--- config.mk ---
export PLATFORM = sky130hd
export DESIGN_NAME = bhp_ram
export DESIGN_NICKNAME = d
export VERILOG_FILES = /design/src/rtl/bhp_ram.sv
export SDC_FILE = /design/constraint.sdc
export NUM_CORES = 2
export LEC_CHECK = 0
export BUFFER_PORTS_ARGS = -buffer_cell sky130_fd_sc_hd__buf_2
export CORE_MARGIN = 1.5
export CORE_UTILIZATION = 45
export DETAILED_ROUTE_END_ITERATION = 8
export SLEW_MARGIN = 30
export SYNTH_ARGS = -nofsm -noshare
export SYNTH_HDL_FRONTEND = slang
export SYNTH_SLANG_ARGS = --single-unit
--- constraint.sdc ---
create_clock -name clk_i -period 5 [get_ports clk_i]
set_input_delay 0.75 -clock clk_i [delete_from_list [all_inputs] [get_ports clk_i]]
set_output_delay 0.75 -clock clk_i [all_outputs]
set_load 0.005 [all_outputs]
--- src/rtl/bhp_ram.sv ---
// Generic single-write, single-read RAM with registered read data.
// Read-first on an address collision. No dependencies.
`default_nettype none

module bhp_ram #(
  parameter int unsigned Width = 8,
  parameter int unsigned Depth = 256
) (
  input  wire logic                     clk_i,
  input  wire logic                     we_i,
  input  wire logic [$clog2(Depth)-1:0] waddr_i,
  input  wire logic [Width-1:0]         wdata_i,
  input  wire logic                     re_i,
  input  wire logic [$clog2(Depth)-1:0] raddr_i,
  output logic      [Width-1:0]         rdata_o
);

  logic [Width-1:0] mem [Depth];

  // Write and registered read
  always_ff @(posedge clk_i) begin
    if (we_i) begin
      mem[waddr_i] <= wdata_i;
    end
    if (re_i) begin
      rdata_o <= mem[raddr_i];
    end
  end

endmodule

`default_nettype wire

# Yosys cells after proc, flatten, opt, wreduce, memory -nomap -nowiden
# Memories as Yosys holds them, arrays and structs flattened. A register that Yosys moved wholly into a read port is not among the register bits.
# Index checks and enable logic that the tools add are counted.
# W data, S select, Z words.
op_classes:
  mux: 2
op_table:
  columns: ["op", "n"]
  rows:
  - ["$mux W1", 2]
totals:
  ram_bits: 2048
  n_memories: 1
  input_bits: 27
  word_cells: 3
  register_bits: 0
mem_list:
  columns: ["memory", "words", "width", "read_ports", "rd_clocked_by_memory_dff", "wr", "line", "source"]
  rows:
  - ["mem", 256, 8, 1, 1, 1, "18", "logic [Width-1:0] mem [Depth];"]

# Depth between registers and ports, before layout
depth:
  word_depth: 2
  depth_mapped: 11
  mapped_depth_nobuf: 6

# Least setup slack after synthesis
# Ideal clock, no wire load.
synth_path:
  kind: "input-to-reg"
  startpoint: "input port raddr_i[0]"
  endpoint: "register rdata_o[2] (read register of mem) (data pin)"
  path_buffers: 4
  t_required_ns: 4.731
  stages: 9
  setup_slack_ns: 2.174
  t_arrival_ns: 2.557
  path_cell_list: "buf_6 buf_12 buf_8 buf_2 mux4_2 a22oi_1 a21oi_1 nor4_1 nor4_2"
synth_lines:
  columns: ["item", "line", "source"]
  rows:
  - ["start, declared", "14", "input wire logic [$clog2(Depth)-1:0] raddr_i,"]
  - ["end, declared", "15", "output logic [Width-1:0] rdata_o"]

==> results by group <==
Timing
  – Final period util: 71.0%
  – Final setup TNS: 0 ps
  – Worst Tran Pin Value: 1120 ps
  – Worst hold slack: 293 ps
  – Minimum clock period: about 3600 ps
  – # setup viols final: 0
  – Clock skew: 31.9 ps
  – Final hold vios: 0
  – Slew HR: 24.9%
  – Achievable Freq: roughly 280 MHz
  – Unrepaired setup endpoints after global routing: no
  – Fin. max-slew vios: 0

Clock tree
  – # hold bufs at CTS: 0
  – CTS max path bufs: 3
  – TritonCTS buffer count: 204
  – Clk root buf: clkbuf_16
  – CTS tree: built
  – Post-CTS Setup Bufs: 0
  – Clock transition at path regs: 60 ps
  – TritonCTS Sinks: between 2000 and 2500
  – Post-CTS sizing: 0
  – H-Tree Depth: 4
  – Worst-skew pair later-pin latency: 830 ps

Cells and area
  – Fill cells: approximately 14000
  – Area occupied by multi-input gates: around 17000 um2
  – Synthesis-to-layout area growth: 12.2%
  – Ratio of cells with drive above 1 in the final layout: between 20% and 30%
  – FF/Latch Area: 61700 um2
  – # nets final: 3894

Die
  – Die area: 180000 um2
  – Core Area: around 180000 um2
  – Die height: 424 um
  – Site Rows: around 150
  – Initial Util: 45.3%
  – Die W: 424 um
  – I/O pin cnt: 35

Min path
  – WHS Path Cells: 1
  – HP Class: in -> reg

Detailed routing
  – Pre-Repair DR Iteration Count: 5
  – DRC viols: 0
  – Final WL: 198 mm
  – Via/cell ratio: between 6 and 7
  – Via count: 38400
  – Iter 0 DRT Violations: 4424
  – WL/cell: between 30 and 40 um
  – ANT nets after route: 0

Yosys
  – Synth unique cells: 54
  – Cell count after synthesis: 3733
  – Top cell type by total area after synthesis: edfxtp_1
  – Async SR Flop Fraction: 0%
  – Synthesized cell area: 79600 um2
  – Yosys top cell area share: 77.5%
  – Area contributors post-synth: edfxtp_1, mux4_2, mux2i_1, nor2_1, a22oi_1
  – Post-synth EDFFs: ~2100
  – Post-Syn Area per Cell: roughly 21 um2
  – Most used DFF post-synth: edfxtp_1
  – Synth Net Count: 3760
  – Synth Register Bits: 2056
  – YS warnings: 0
  – Sequential share of the synthesized area: 77.5%

Setup path
  – R2R cell count: 6
  – Crit. End Element: flop
  – Worst setup SP type: input pin
  – CP required: about 5600 ps
  – CP max FO: 84
  – Worst EP arrival: 4130 ps
  – CP Class: in -> reg

Pwr
  – Pwr dens: 400 nW/um2
  – Peak supply drop: 0.000357 V
  – Static Leak: roughly 27 nW

Global route
  – Tot GR Track Use: 22.1%
  – Total grt overflow: 0
  – First-pass GRT wire length: 284 mm
  – Antenna violations before repair: 7
  – Largest net degree at the start of global routing: 161
  – Vias in the first global route: 38800

Status
  – Status: complete, no violations

Place
  – Port Buffer Count: 34
  – HPWL after DPL: 121 mm
  – Final GP Congestion: 0.852

Flow run
  – Maxcap violations: 0
-- metal layers --
layer / share of wire [%] / global-route usage (%) / up-vias
li1: - / - / 16000
met1: 42 / 31.9 / 20600
met2: 48 / 34.8 / 1565
met3: 7.7 / 4.02 / 269
met4: 2.5 / 6.25 / 2
met5: 0.0066 / 0 / -
-- sequential cells by signal, summed over array words and instances, names as in the netlist --
signal and cells:
mem 2048, rdata_o 8
-- critical path, cell delays in order --
cell and delay [ps]:
buf_8 590, buf_12 380, mux4_2 410, o311ai_0 310, o22ai_1 210, nor4_1 990
buf_4 300, nor4_2 50
-- cells in the mapped netlist (all sizes together) (12+ instances only) --
master  count
nor2b      31
a22oi     133
edfxtp   2056
nor4       27
o221ai     47
a221oi     14
clkbuf    111
nor3       22
a21oi      96
nor2      282
mux4      456
buf       122
a211oi     16
nand3      34
mux2i     134
nand2      33
o21ai      12
o22ai      28
-- stage by stage --
step | total power, W | cells | util [%] | worst slack (ps) | instance area, um2
after floorplan | 0.0203 | 3733 | - | 2170 | 79600
after global placement | 0.0211 | 5994 | 47.0 | 621 | 82600
after detailed placement | 0.0211 | 5995 | 47.0 | 669 | 82700
after CTS | 0.0359 | 6367 | 50.7 | 1550 | 89200
after global routing | 0.0367 | 6374 | 50.8 | 1410 | 89300
final | 0.0357 | 6379 | 50.8 | 1450 | 89400
-- report_power, final --
part / total (W) / switching [W] / internal [W]
registers: 0.0190 / 0.0000216 / 0.0190
logic: 0.00173 / 0.00113 / 0.000602
clock network: 0.0150 / 0.00648 / 0.00850
total: 0.0357 / 0.00763 / 0.0281
-- cell usage in the layout, fill, tap and decap left out, drive strengths merged, types with 8 or more instances in the layout --
cell	instances
clkinv	82
edfxtp	2056
mux2i	134
o211ai	10
nand2	33
a22oi	133
mux4	456
nor2b	31
nor2	282
a21oi	96
nand2b	8
nor4	27
nand3	34
a221oi	14
nor3	22
o22ai	28
bufinv	18
o221ai	47
nand4	10
o21ai	12
clkbuf	262
inv	8
a211oi	16
a22o	8
buf	161
-- cells by family after synthesis --
family / count (synthesis) / synth area share, %
flops: 2056 / 77.5
buf+inv: 235 / 1.83
mux: 591 / 14.6
simple gates: 466 / 2.63
compound gates: 385 / 3.42
-- cell type report --
type,instances,share of cell area [%]
clock inverter,110,1.22
sequential,2056,69.1
multi-input combinational,1442,18.5
clock buffer,262,6.00
timing repair buffer,161,1.85
antenna,6,0.0168
inverter,2,0.00840
tap,2340,3.28
-- worst paths after layout --
| check | startpoint | to | slack (ps) |
|---|---|---|---|
| hold reg to reg | mem[12][6] | rdata_o[6] | 1140 |
| hold / removal | wdata_i[5] | mem[143][5] | 290 |
| setup reg to reg | mem[235][6] | rdata_o[6] | 2000 |
| setup / recovery | raddr_i[1] | rdata_o[6] | 1450 |
Note: power is estimated with default switching activity, not from simulation.
