`config.mk`:
```
export PLATFORM = sky130hd
export DESIGN_NAME = bhp_index
export DESIGN_NICKNAME = d
export VERILOG_FILES = /design/src/rtl/bhp_pkg.sv /design/src/rtl/bhp_index.sv
export SDC_FILE = /design/constraint.sdc
export NUM_CORES = 1
export LEC_CHECK = 0
export BUFFER_PORTS_ARGS = -buffer_cell sky130_fd_sc_hd__buf_2
export CORE_MARGIN = 3
export CORE_UTILIZATION = 31
export DETAILED_ROUTE_END_ITERATION = 10
export HOLD_SLACK_MARGIN = 0.03
export PLACE_DENSITY = 0.71
export SLEW_MARGIN = 25
export SYNTH_ARGS = -nofsm -noshare
export SYNTH_HDL_FRONTEND = slang
export SYNTH_SLANG_ARGS = --single-unit
```
`constraint.sdc`:
```
create_clock -name clk_i -period 0.8 [get_ports clk_i]
set_input_delay 0.12 -clock clk_i [delete_from_list [all_inputs] [get_ports clk_i]]
set_output_delay 0.12 -clock clk_i [all_outputs]
set_load 0.02 [all_outputs]
```
`src/rtl/bhp_pkg.sv`:
```
// Shared types, constants and helper functions of the hybrid branch predictor.
// No dependencies; bhp_index, bhp_row_logic and the top level import this package.
`default_nettype none

package bhp_pkg;

  // Default sizes, handed to the top level parameters
  localparam int unsigned TableEntriesDef = 256;
  localparam int unsigned HistPatternsDef = 16;

  // Field widths of the stream beats
  localparam int unsigned InDataW  = 72;
  localparam int unsigned OutDataW = 32;

  // Register reset and counter constants
  localparam logic [3:0]  TrainLimitRst = 4'd4;
  localparam logic [1:0]  CtrMax        = 2'd3;
  localparam logic [1:0]  CtrMin        = 2'd0;
  localparam logic [1:0]  BimodalRst    = 2'd1;
  localparam logic [1:0]  ChooserRst    = 2'd2;
  localparam logic [1:0]  PatternRst    = 2'd1;
  localparam logic [31:0] PcStep        = 32'd4;

  typedef enum logic {
    REQ_PREDICT = 1'b0,
    REQ_UPDATE  = 1'b1
  } req_e;

  typedef enum logic [1:0] {
    SRC_BIMODAL = 2'd0,
    SRC_LOCAL   = 2'd1,
    SRC_GLOBAL  = 2'd2
  } src_e;

  // One request as it moves down the pipeline
  typedef struct packed {
    req_e        req;
    logic [31:0] pc;
    logic        taken;
    logic        hit;
    logic [31:0] target;
  } item_t;

  // One prediction
  typedef struct packed {
    logic [31:0] next_pc;
    src_e        src;
  } pred_t;

  // Entry row: bimodal, chooser, training count, target, local history,
  // local pattern counters, global pattern counters
  function automatic int unsigned row_width(int unsigned hp);
    return 40 + $clog2(hp) + 4 * hp;
  endfunction

  // Two-bit saturating step
  function automatic logic [1:0] sat_step(logic [1:0] c, logic up);
    logic [1:0] r;
    if (up) begin
      r = (c == CtrMax) ? c : c + 2'd1;
    end else begin
      r = (c == CtrMin) ? c : c - 2'd1;
    end
    return r;
  endfunction

endpackage

`default_nettype wire

```
`src/rtl/bhp_index.sv`:
```
// Entry index pipeline: (pc >> 2) modulo the table size over two stages.
// Masks for a power-of-two size, reciprocal multiply otherwise. Uses bhp_pkg.
`default_nettype none

module bhp_index import bhp_pkg::*; #(
  parameter int unsigned TableEntries = TableEntriesDef
) (
  input  wire logic                            clk_i,
  input  wire logic [29:0]                     x_i,
  input  wire logic                            b_en_i,
  input  wire logic                            c_en_i,
  output logic      [$clog2(TableEntries)-1:0] id_o
);

  localparam int unsigned AW     = $clog2(TableEntries);
  localparam bit          IsPow2 = ((TableEntries & (TableEntries - 1)) == 0);

  if (IsPow2) begin : g_mask
    logic [AW-1:0] id_b_q, id_c_q;

    // Carry the low bits through both stages
    always_ff @(posedge clk_i) begin
      if (b_en_i) begin
        id_b_q <= x_i[AW-1:0];
      end
      if (c_en_i) begin
        id_c_q <= id_b_q;
      end
    end

    assign id_o = id_c_q;
  end else begin : g_recip
    localparam int unsigned RW    = $clog2(3 * TableEntries);
    localparam logic [29:0] Recip = 30'((64'd1 << 30) / 64'(TableEntries));
    localparam logic [RW-1:0] ModC = RW'(TableEntries);

    logic [59:0]   prod;
    logic [29:0]   q_b_q, x_b_q;
    logic [RW-1:0] r_c_d, r_c_q, r1, r2;

    // Quotient estimate, at most one below the true quotient
    assign prod = {30'd0, x_i} * {30'd0, Recip};

    // Remainder estimate, below twice the table size
    assign r_c_d = x_b_q[RW-1:0] - RW'(q_b_q) * ModC;

    always_ff @(posedge clk_i) begin
      if (b_en_i) begin
        q_b_q <= prod[59:30];
        x_b_q <= x_i;
      end
      if (c_en_i) begin
        r_c_q <= r_c_d;
      end
    end

    // Correct the remainder
    always_comb begin
      r1 = (r_c_q >= ModC) ? r_c_q - ModC : r_c_q;
      r2 = (r1 >= ModC) ? r1 - ModC : r1;
    end

    assign id_o = r2[AW-1:0];
  end

endmodule

`default_nettype wire

```
# Yosys cells after proc, flatten, opt, wreduce, memory -nomap -nowiden

Cells that the tools add are included.

Logic and storage cells: 2
Input bits: 33
Latch bits: 0
Output and inout bits: 8
Memory bits (writable): 0
Bits in read-only memories: 0
Memories: 0
Register bits: 16

$mul: 0
$add $sub $neg: 0
Divide/modulo/power cells: 0
Bitwise operators: 0
Shifts and indexed selects: 0
Reductions and logical operators: 0
$lt $le $gt $ge: 0
Equality and inequality tests: 0
Mux-type cells: 0

# Depth between registers and ports, before layout

Depth after elaboration: 0
Depth in mapped cells: 0
Mapped depth without buffers: 0

# Worst setup path after synthesis

No wires, ideal clock.

Path type: reg-to-reg
Start: register g_mask.id_b_q[0]
End: register g_mask.id_c_q[0], in the netlist id_o[0] (data pin)
Buffers on the path: 0
Library setup time: 0.266 ns
Stages on the path, launching flop included: 1
Clock period less this slack: 0.589 ns
Path slack: 0.211 ns
Data required time: 0.534 ns
Arrival time: 0.323 ns
Cells stage by stage: edfxtp_1

RTL lines:

| element                  | line            | RTL |
|---|---|---|
| start: declaration       | bhp_index.sv:19 | `logic [AW-1:0] id_b_q, id_c_q;` |
| start signal: assignment | bhp_index.sv:24 | `id_b_q <= x_i[AW-1:0];` |
| end signal: assignment   | bhp_index.sv:27 | `id_c_q <= id_b_q;` |
| end: declaration         | bhp_index.sv:19 |  |

No word-level cell between the ends.

# Worst setup path after layout

Start: register g_mask.id_c_q[7], in the netlist id_o[7]
End: output port id_o[7]

RTL lines:

| element          | line            | RTL |
|---|---|---|
| end: declaration | bhp_index.sv:12 | `output logic [$clog2(TableEntries)-1:0] id_o` |

No word-level cell between the ends.

==> impl_metrics.json <==
{
  "outcome": "finished, violations left",
  "violations": "setup timing",
  "portBuffers": 18,
  "ant_nets": 0,
  "drc": 0,
  "synth_area_um2": 480,
  "layout_setup_ws_ns": -0.137,
  "start_util_pct": 34.8,
  "maxSlewHeadroom_pct": 89.1,
  "die-area_um2": 2060,
  "critPathCaptureType": "output port",
  "drtIter0Drc": 1,
  "dp.cells": 49,
  "final_nets": 80,
  "synth_fp_nets": 49,
  "cellLeakagePower_uw": 0.000283,
  "postCtsSetupBuffers": 0,
  "clockBufferDepth": 2,
  "htreeDepth": 1,
  "ys_seq_area_share_pct": 100,
  "drive_gt1_share_pct": 46.7,
  "antenna_found_initial": 0,
  "yosysUniqueCellTypes": 1,
  "routabilityCongestion": 0.573,
  "post-route-min-period_ns": 0.937,
  "wl_per_cell_um": 10.1,
  "fin_util_pct": 51.9,
  "cts_tree": "built",
  "period_share_pct": 117,
  "path_max_fanout": 1,
  "worstPathRequired_ns": 0.68,
  "grtUsageTotal_pct": 7.35,
  "grt_max_degree": 9,
  "critPathLaunch": "id_o[7]",
  "drv_cap": 0,
  "via_count": 255,
  "fin_skew_ns": 0.000637,
  "avgSynthCellArea_um2": 30.0,
  "vdd_drop_max_v": 0.00101,
  "hold_viol": 0,
  "clkTransAtPathRegs_ns": 0.08,
  "total_power_uw": 1540,
  "overflow": 0,
  "die_x_um": 45.4,
  "viasPerCell": 4.25,
  "crit_type": "register to output port",
  "multi_input_cells": 0,
  "path_buf_inv": 1,
  "core_region_area_um2": 1380,
  "dr.pass1.iters": 2,
  "wl_um": 603,
  "worstReg2RegStart": "g_mask.id_b_q[7]",
  "max_freq_mhz": 1070,
  "setup_viol": 8,
  "powerDensity_nw_per_um2": 2140,
  "critPathCapture": "id_o[7]",
  "synthCells": 16,
  "slew_violations": 0,
  "numCtsBuffers": 3,
  "area_growth_pct": 49.2,
  "cts-root-buf": "clkbuf_4",
  "r2r_slack_ns": 0.17,
  "pin_count": 41,
  "ys_ff_latch": 16,
  "worstMarginPinSlew_ns": 0.163,
  "critPathSlowestCell": "edfxtp_1",
  "post-place-ws_ns": 0.158,
  "fin_tns_setup_ns": -0.954,
  "fin_cells": 60,
  "hp-class": "input port to register",
  "rsz0062_at_grt": "true",
  "diodes": 0,
  "crit_chain": "buf_6",
  "cp-start-kind": "register",
  "multi_input_area_um2": 0,
  "worst_r2r_endpoint": "id_o[7]",
  "path_depth": 1,
  "clk_latency_ns": 0.27,
  "ys_warn_count": 0,
  "crit_arrival_ns": 0.82,
  "rows": 13,
  "die_height_um": 45.4,
  "critical-path-top-delay-family": "flip-flops",
  "slowest_delay_ns": 0.40,
  "r2r_cells": 0,
  "cts.sinks": 16,
  "grt_pass1_wl_um": 945,
  "grt_pass1_vias": 263
}
==> logic make-up after synthesis <==
group  share of synthesized area (%)
flops                            100
==> power breakdown <==
| group | leakage, uW | internal, uW | switching (uW) |
|---|---|---|---|
| sequential | 0.000157 | 993 | 16.7 |
| combinational | 0.000113 | 74.7 | 64.0 |
| clock | 0.0000138 | 174 | 213 |
==> worst min path at each step <==
stage	startpoint	depth (start not counted)	slack, ns	to
floorplan	x_i[0]	0	0.22	g_mask.id_b_q[0]
global placement	x_i[2]	1	0.30	g_mask.id_b_q[2]
detailed placement	x_i[2]	1	0.30	g_mask.id_b_q[2]
CTS	c_en_i	1	0.17	id_o[5]
global route	b_en_i	1	0.16	g_mask.id_b_q[4]
finish	c_en_i	1	0.17	id_o[5]
==> layout by cell type (no fill, tap or decap) <==
cell / synthesis / final
clkbuf_4: 0 / 3
edfxtp_1: 16 / 16
dlygate4sd3_1: 0 / 8
buf_6: 0 / 4
buf_2: 0 / 14
==> area by class of cell <==
cell class              instances  area (um2)
fillers                       114         666
repair buffers                 26         195
well taps                      15        18.8
clock buffers                   3        22.5
flip-flops and latches         16         480
==> synth_stat cells <==
master / n / share of area (%)
edfxtp_1: 16 / 100
==> per-layer routing <==
| metal | global-route usage, % | up-vias | share of wire (%) |
|---|---|---|---|
| met5 | 0 | - | 0 |
| li1 | - | 125 | - |
| met1 | 6.51 | 106 | 34 |
| met4 | 10.5 | 0 | 4.6 |
| met3 | 2.77 | 3 | 17 |
| met2 | 10.7 | 21 | 44 |
==> flip-flops by register name, summed over array words and instances (netlist names) <==
register	cells
g_mask.id_b_q	8
id_o	8
==> metrics by stage <==
| stage | hold slack (ns) | area [um2] |
|---|---|---|
| final | 0.168 | 717 |
| after floorplan | 0.219 | 480 |
| after global routing | 0.156 | 717 |
| after global placement | 0.298 | 589 |
| after CTS | 0.166 | 692 |
| after detailed placement | 0.298 | 589 |
==> what timing repair did <==
action | in CTS | in global routing
endpoints found under the hold margin | 8 | 0
endpoints found under the setup margin | 8 | 8
gates resized for setup | 0 | 8
hold buffers | 8 | 0
Power figures use the tool's default switching activity.
