## src/rtl/bhp_pkg.sv

```systemverilog
// Shared types, constants and helper functions of the hybrid branch predictor.
// No dependencies; bhp_index, bhp_row_logic and the top level import this package.
`default_nettype none

package bhp_pkg;

  // Default sizes, handed to the top level parameters
  localparam int unsigned TableEntriesDef = 256;
  localparam int unsigned HistPatternsDef = 16;

  // Field widths of the stream beats
  localparam int unsigned InDataW  = 72;
  localparam int unsigned OutDataW = 32;

  // Register reset and counter constants
  localparam logic [3:0]  TrainLimitRst = 4'd4;
  localparam logic [1:0]  CtrMax        = 2'd3;
  localparam logic [1:0]  CtrMin        = 2'd0;
  localparam logic [1:0]  BimodalRst    = 2'd1;
  localparam logic [1:0]  ChooserRst    = 2'd2;
  localparam logic [1:0]  PatternRst    = 2'd1;
  localparam logic [31:0] PcStep        = 32'd4;

  typedef enum logic {
    REQ_PREDICT = 1'b0,
    REQ_UPDATE  = 1'b1
  } req_e;

  typedef enum logic [1:0] {
    SRC_BIMODAL = 2'd0,
    SRC_LOCAL   = 2'd1,
    SRC_GLOBAL  = 2'd2
  } src_e;

  // One request as it moves down the pipeline
  typedef struct packed {
    req_e        req;
    logic [31:0] pc;
    logic        taken;
    logic        hit;
    logic [31:0] target;
  } item_t;

  // One prediction
  typedef struct packed {
    logic [31:0] next_pc;
    src_e        src;
  } pred_t;

  // Entry row: bimodal, chooser, training count, target, local history,
  // local pattern counters, global pattern counters
  function automatic int unsigned row_width(int unsigned hp);
    return 40 + $clog2(hp) + 4 * hp;
  endfunction

  // Two-bit saturating step
  function automatic logic [1:0] sat_step(logic [1:0] c, logic up);
    logic [1:0] r;
    if (up) begin
      r = (c == CtrMax) ? c : c + 2'd1;
    end else begin
      r = (c == CtrMin) ? c : c - 2'd1;
    end
    return r;
  endfunction

endpackage

`default_nettype wire

```

## src/rtl/bhp_row_logic.sv

```systemverilog
// Per-entry predict and update logic on one table row, plus the row's reset
// value for the clearing pass. Uses bhp_pkg.
`default_nettype none

module bhp_row_logic import bhp_pkg::*; #(
  parameter int unsigned HistPatterns = HistPatternsDef
) (
  input  wire logic [row_width(HistPatterns)-1:0] row_i,
  input  wire item_t                              item_i,
  input  wire logic [$clog2(HistPatterns)-1:0]    ghist_i,
  input  wire logic [3:0]                         limit_i,
  output logic      [row_width(HistPatterns)-1:0] row_o,
  output logic      [$clog2(HistPatterns)-1:0]    ghist_o,
  output pred_t                                   pred_o,
  output logic      [row_width(HistPatterns)-1:0] rst_row_o
);

  localparam int unsigned HB    = $clog2(HistPatterns);
  localparam int unsigned PW    = 2 * HistPatterns;
  localparam int unsigned BimLo = 0;
  localparam int unsigned ChoLo = 2;
  localparam int unsigned TrnLo = 4;
  localparam int unsigned TgtLo = 8;
  localparam int unsigned LhLo  = 40;
  localparam int unsigned LpLo  = LhLo + HB;
  localparam int unsigned GpLo  = LpLo + PW;
  localparam logic [HB:0] HistLimit = (HB + 1)'(HistPatterns);

  typedef logic [HistPatterns-1:0][1:0] pat_t;

  logic [1:0]    bim, cho, lc, gc, sel;
  logic [3:0]    trn;
  logic [31:0]   tgt;
  logic [HB-1:0] lh;
  pat_t          lpat, gpat, lpat_n, gpat_n, pat_rst;
  logic          training, use_local;

  // Shift the outcome into a history, wrapped to the pattern count
  function automatic logic [HB-1:0] shift_hist(logic [HB-1:0] h, logic t);
    logic [HB:0] v;
    v = {h, t};
    if (v >= HistLimit) begin
      v = v - HistLimit;
    end
    return v[HB-1:0];
  endfunction

  // Unpack the row
  always_comb begin
    bim       = row_i[BimLo +: 2];
    cho       = row_i[ChoLo +: 2];
    trn       = row_i[TrnLo +: 4];
    tgt       = row_i[TgtLo +: 32];
    lh        = row_i[LhLo +: HB];
    lpat      = row_i[LpLo +: PW];
    gpat      = row_i[GpLo +: PW];
    lc        = lpat[lh];
    gc        = gpat[ghist_i];
    training  = trn < limit_i;
    use_local = cho[1];
  end

  // Prediction
  always_comb begin
    if (training) begin
      sel        = bim;
      pred_o.src = SRC_BIMODAL;
    end else if (use_local) begin
      sel        = lc;
      pred_o.src = SRC_LOCAL;
    end else begin
      sel        = gc;
      pred_o.src = SRC_GLOBAL;
    end
    pred_o.next_pc = sel[1] ? tgt : item_i.pc + PcStep;
  end

  // Updated row under the old histories
  always_comb begin
    lpat_n     = lpat;
    gpat_n     = gpat;
    lpat_n[lh]      = sat_step(lc, item_i.taken);
    gpat_n[ghist_i] = sat_step(gc, item_i.taken);
    row_o      = row_i;
    if (training) begin
      row_o[BimLo +: 2] = sat_step(bim, item_i.taken);
      row_o[TrnLo +: 4] = trn + 4'd1;
    end else if (use_local) begin
      row_o[ChoLo +: 2] = sat_step(cho, item_i.hit);
    end else begin
      row_o[ChoLo +: 2] = sat_step(cho, !item_i.hit);
    end
    if (item_i.taken) begin
      row_o[TgtLo +: 32] = item_i.target;
    end
    row_o[LhLo +: HB] = shift_hist(lh, item_i.taken);
    row_o[LpLo +: PW] = lpat_n;
    row_o[GpLo +: PW] = gpat_n;
    ghist_o           = shift_hist(ghist_i, item_i.taken);
  end

  // Row value after reset
  always_comb begin
    for (int i = 0; i < HistPatterns; i++) begin
      pat_rst[i] = PatternRst;
    end
    rst_row_o             = '0;
    rst_row_o[BimLo +: 2] = BimodalRst;
    rst_row_o[ChoLo +: 2] = ChooserRst;
    rst_row_o[LpLo +: PW] = pat_rst;
    rst_row_o[GpLo +: PW] = pat_rst;
  end

endmodule

`default_nettype wire

```

## config.mk

```make
export PLATFORM = sky130hd
export DESIGN_NAME = bhp_row_logic
export DESIGN_NICKNAME = d
export VERILOG_FILES = /design/src/rtl/bhp_pkg.sv /design/src/rtl/bhp_row_logic.sv
export SDC_FILE = /design/constraint.sdc
export NUM_CORES = 1
export LEC_CHECK = 0
export BUFFER_PORTS_ARGS = -buffer_cell sky130_fd_sc_hd__buf_2
export CAP_MARGIN = 10
export CELL_PAD_IN_SITES_DETAIL_PLACEMENT = 1
export CELL_PAD_IN_SITES_GLOBAL_PLACEMENT = 1
export CORE_AREA = 4 4 170 172
export DETAILED_ROUTE_END_ITERATION = 10
export DIE_AREA = 0 0 174 176
export GPL_TIMING_DRIVEN = 0
export PLACE_DENSITY_LB_ADDON = 0.1
export SLEW_MARGIN = 5
export SYNTH_ARGS = -nofsm -noshare
export SYNTH_HDL_FRONTEND = slang
export SYNTH_SLANG_ARGS = --single-unit
```

## constraint.sdc

```tcl
create_clock -name vclk -period 3.45
set_input_delay 0.1725 -clock vclk [all_inputs]
set_output_delay 0.1725 -clock vclk [all_outputs]
set_load 0.05 [all_outputs]
```

Word level (Yosys, flattened, before mapping)
Cells that the tools add are included.

Register bits after elaboration: 0. Input bits: 183. Output and inout bits: 254. Word-level logic and storage cells: 66.

Add/sub/neg operators: 12. Magnitude comparators: 7. Equal/unequal tests: 4. Multiplexer cells: 37. Reduce and logical (&&, ||, !) cells: 6.

Operator list (count): $bwmux W32 (2); $mux W32 (2); $mux W2 (26); $add A32 B3 Y32 const B (1); $bmux W2 S4 (2); $demux W2 S4 (2); $mux W4 (3); $ge A5 B5 Y1 const B (2); $lt A4 B5 Y1 const B (2); $add A2 B1 Y2 const B (4); $eq A2 B2 Y1 const B (4); $ge A4 B1 Y1 const B (2); $logic_not A2 Y1 (4); $sub A2 B1 Y2 const B (4); $sub A4 B1 Y4 const B (2); $add A4 B1 Y4 const B (1); $lt A4 B4 Y1 (1); $logic_and A1 B1 Y1 (2).

Logic depth before layout (Yosys ltp)
Depth in word-level cells: 6. Mapped depth: 9. Gate-level depth less buffers: 7.

Worst setup path before layout
No wires, ideal clock.

Path kind: input to output. Start point: in ghist_i[0]. End point: out row_o[100]. Data arrival time: 2.819 ns. Data required time: 3.277 ns. Setup slack: 0.458 ns. Stages: 7. Path buffers: 2. Cell sequence: buf_2 > mux4_2 > a22oi_1 > nand3_1 > maj3_1 > clkbuf_2 > o21ai_0.

Word-level cells in the longest chain between the ends: 6. Elaborated cells between the ends (all ways): 15. Classes of those cells: add/sub (2); order compare (2); eq/ne (1); mux (8); reduce/logical (2).

RTL lines: from (decl) (RTL line bhp_row_logic.sv:10) `input wire logic [$clog2(HistPatterns)-1:0] ghist_i,`; $bmux W2 S4 (RTL line bhp_row_logic.sv:58) `gc = gpat[ghist_i];`; $mux W2 (implied by the code) (RTL line bhp_row_logic.sv:58); $sub A2 B1 Y2 (tied with other cells) (RTL line bhp_pkg.sv:62) `r = (c == CtrMin) ? c : c - 2'd1;`; $mux W2, on equally long branches (RTL line bhp_pkg.sv:62, bhp_pkg.sv:60); $mux W2 (RTL line bhp_pkg.sv:59) `if (up) begin`; $bwmux W32 * (RTL line bhp_row_logic.sv:83) `gpat_n[ghist_i] = sat_step(gc, item_i.taken);`; to (decl) (RTL line bhp_row_logic.sv:12) `output logic [row_width(HistPatterns)-1:0] row_o,`.

Every way passes the cells marked *; elsewhere a longest branch is shown, timed or not. The select of a mux whose other input is x is not followed.

Worst setup path after layout
Start point: in ghist_i[0]. End point: out row_o[106].

The elaborated chain is that of the path after synthesis.

==> summary.txt <==
Status
  – Status: finished, final reports clean

STA
  – Final Hold Violating Endpoints: 0
  – Tmin final: approximately 3.0 ns
  – Peak Freq: about 340 MHz
  – Relative slew slack: 0.4122
  – Final worst setup slack: about 0.5 ns
  – Fin crit share: 0.8586
  – TNS Setup: 0 ns
  – Tightest Pin Transition: 0.8817 ns
  – RSZ-0062 raised after global routing: no
  – Final slew viol count: 0
  – Setup violators final: 0
  – Hold Slack: roughly 0.65 ns

GRT
  – GRT Overall Usage: 0.1315
  – Pin count of the biggest net entering global routing: 11
  – First-pass GRT wire length: between 30 and 40 mm
  – Vias in the first global route: 5418
  – Congestion Overflow GR: 0
  – Antenna violations before repair: 3

Synth
  – Most frequent cells after synthesis: buf_4, nand2_1, o21ai_0
  – Area fraction of the dominant cell type after synthesis: 0.2193
  – Count leader, synth: buf_4
  – Post-Syn Area: slightly above 4000 sq um
  – Synth warn: 0
  – Synth area leader: buf_4
  – Sequential fraction of the synthesis area: 0
  – Synth cell types: 45
  – Syn Area/Cell: about 7.3 sq um
  – Top cells by area, synth: buf_4, mux2_4, mux2_2, nand2_1, o21ai_0
  – Mapped Cells: between 500 and 600

CTS
  – Total setup buffers inserted after CTS: 0
  – Cts hold-fix bufs: 0
  – Post-CTS Resized: 0

Final layout
  – Core Util, Final: 0.2364
  – Final net count: 1174
  – Layout area overhead: 60.76%
  – FFs & Latches: 0
  – Share of cells above drive strength 1: 0.5356
  – Design Area, Final: around 6500 sq um
  – Clock buf count: 0
  – FF/Latch Area: 0 sq um
  – Final non-filler cell total: ~1300

Placed design
  – Dpl cell area: about 6500 sq um
  – Post-Place Cells: 1330
  – IO Port Bufs: around 320
  – Post-Place Worst Slack: between 0.4 and 0.5 ns
  – RePlAce Congestion: roughly 0.78
  – Final HPWL DP: between 20 and 25 mm

Die
  – DIE WIDTH: between 150 and 200 um
  – Die area: 30620 sq um
  – Starting density of the core: 0.1470
  – Core area: around 27000 sq um
  – Die Ht: between 150 and 200 um
  – I/O pin cnt: 437
  – Row count: slightly above 60

Power
  – Leakage: 3.603 nW
  – PwrDens: ~260 nW/um^2
  – Post-layout power: 1.693 mW
  – Clk network pwr share: 0
  – Combinational Power Share: 1.000
  – Internal: 0.4916 mW
  – Sequential share of power: 0
  – Worst VDD drop: slightly above 70 uV
  – Psw: between 1 and 1.5 mW
  – Net Sw Frac: 0.7096

Detailed routing
  – Routed Antenna Nets: 0
  – Pre-antenna DRT Iters: 4
  – Vias/cell: around 3.8
  – DR vias: slightly above 5000
  – Final wirelength: between 20 and 25 mm
  – Initial drt markers: 97
  – # DRC: 0
  – DR WL/cell: 16.70 um

Setup path
  – Critical path startpoint: ghist_i[0]
  – Max FO, Critical Path: 10
  – Worst Setup End Kind: primary output
  – Type of origin of the critical path: input pin
  – Critical Setup Path Class: input pin to primary output
  – CP Capture Point: row_o[106]
  – WP data arrival: about 2.8 ns
  – Crit path required time: approximately 3.3 ns

Worst hold path
  – Worst min path class: input pin to primary output

Job
  – Maxcap violations: 0
[area by class of cell]
class | instances | area [sq um]
repair buffers | 323 | 1617
well taps | 346 | 432.9
multi-input cells | 513 | 3392
plain buffers | 141 | 1020
diodes | 3 | 7.507
fillers | 3529 | 20980
inverters | 7 | 26.28
[cells in the final DEF, fill, tap and decap left out, drive strengths merged, types with 7 or more instances in the layout]
cell,Yosys,layout
inv,7,7
xnor2,26,26
o21ai,68,68
mux2,65,65
buf,128,451
nand2,101,101
clkbuf,13,13
and3,10,10
mux2i,14,14
nor2b,9,9
nor2,14,14
mux4,11,11
conb,2,108
nand3,26,26
nand4,16,16
[power by group through the flow]
stage          sequential, mW  combinational [mW]   clock (mW)
6_report                    0                1.69  0.000000117
5_1_grt                     0                1.79  0.000000116
4_1_cts                     0                1.70            0
3_5_place_dp                0                1.70            0
3_3_place_gp                0                1.71            0
2_1_floorplan               0                1.30            0
[layer usage]
metal | vias to the layer above | track usage | routed length, um
li1 | 2583 | - | -
met1 | 2293 | 0.1648 | 9326
met2 | 206 | 0.2497 | 11720
met3 | 4 | 0.01949 | 1162
met4 | 0 | 0.006928 | 54
met5 | - | 0 | 0
[kinds of logic (layout without fill, tap and decap cells)]
logic type,count (synthesis),after routing,synth area share
buf+inv,148,471,0.2589
fa+ha+maj,9,9,0.02570
xor+xnor,31,31,0.06720
other cells,2,111,0.001859
simple gates,192,192,0.2227
compound gates,83,83,0.1109
mux,90,90,0.3128
[worst max-delay path, stage by stage]
cell and delay, ns:
buf_2 0.23, clkbuf_1 0.40, nor2_1 0.10, a22oi_1 0.30, a41oi_1 0.20, maj3_1 0.55
clkbuf_2 0.28, o21ai_0 0.24, buf_2 0.30
[how the worst min path moves through the flow]
| stage | start | to | depth (start not counted) |
|---|---|---|---|
| 2_1_floorplan | item_i[33] | ghist_o[0] | 1 |
| 3_3_place_gp | row_i[40] | row_o[41] | 2 |
| 3_5_place_dp | row_i[40] | row_o[41] | 2 |
| 4_1_cts | row_i[40] | row_o[41] | 2 |
| 5_1_grt | row_i[41] | row_o[42] | 2 |
| 6_report | row_i[40] | row_o[41] | 2 |
(Power assumes the default switching activity.)
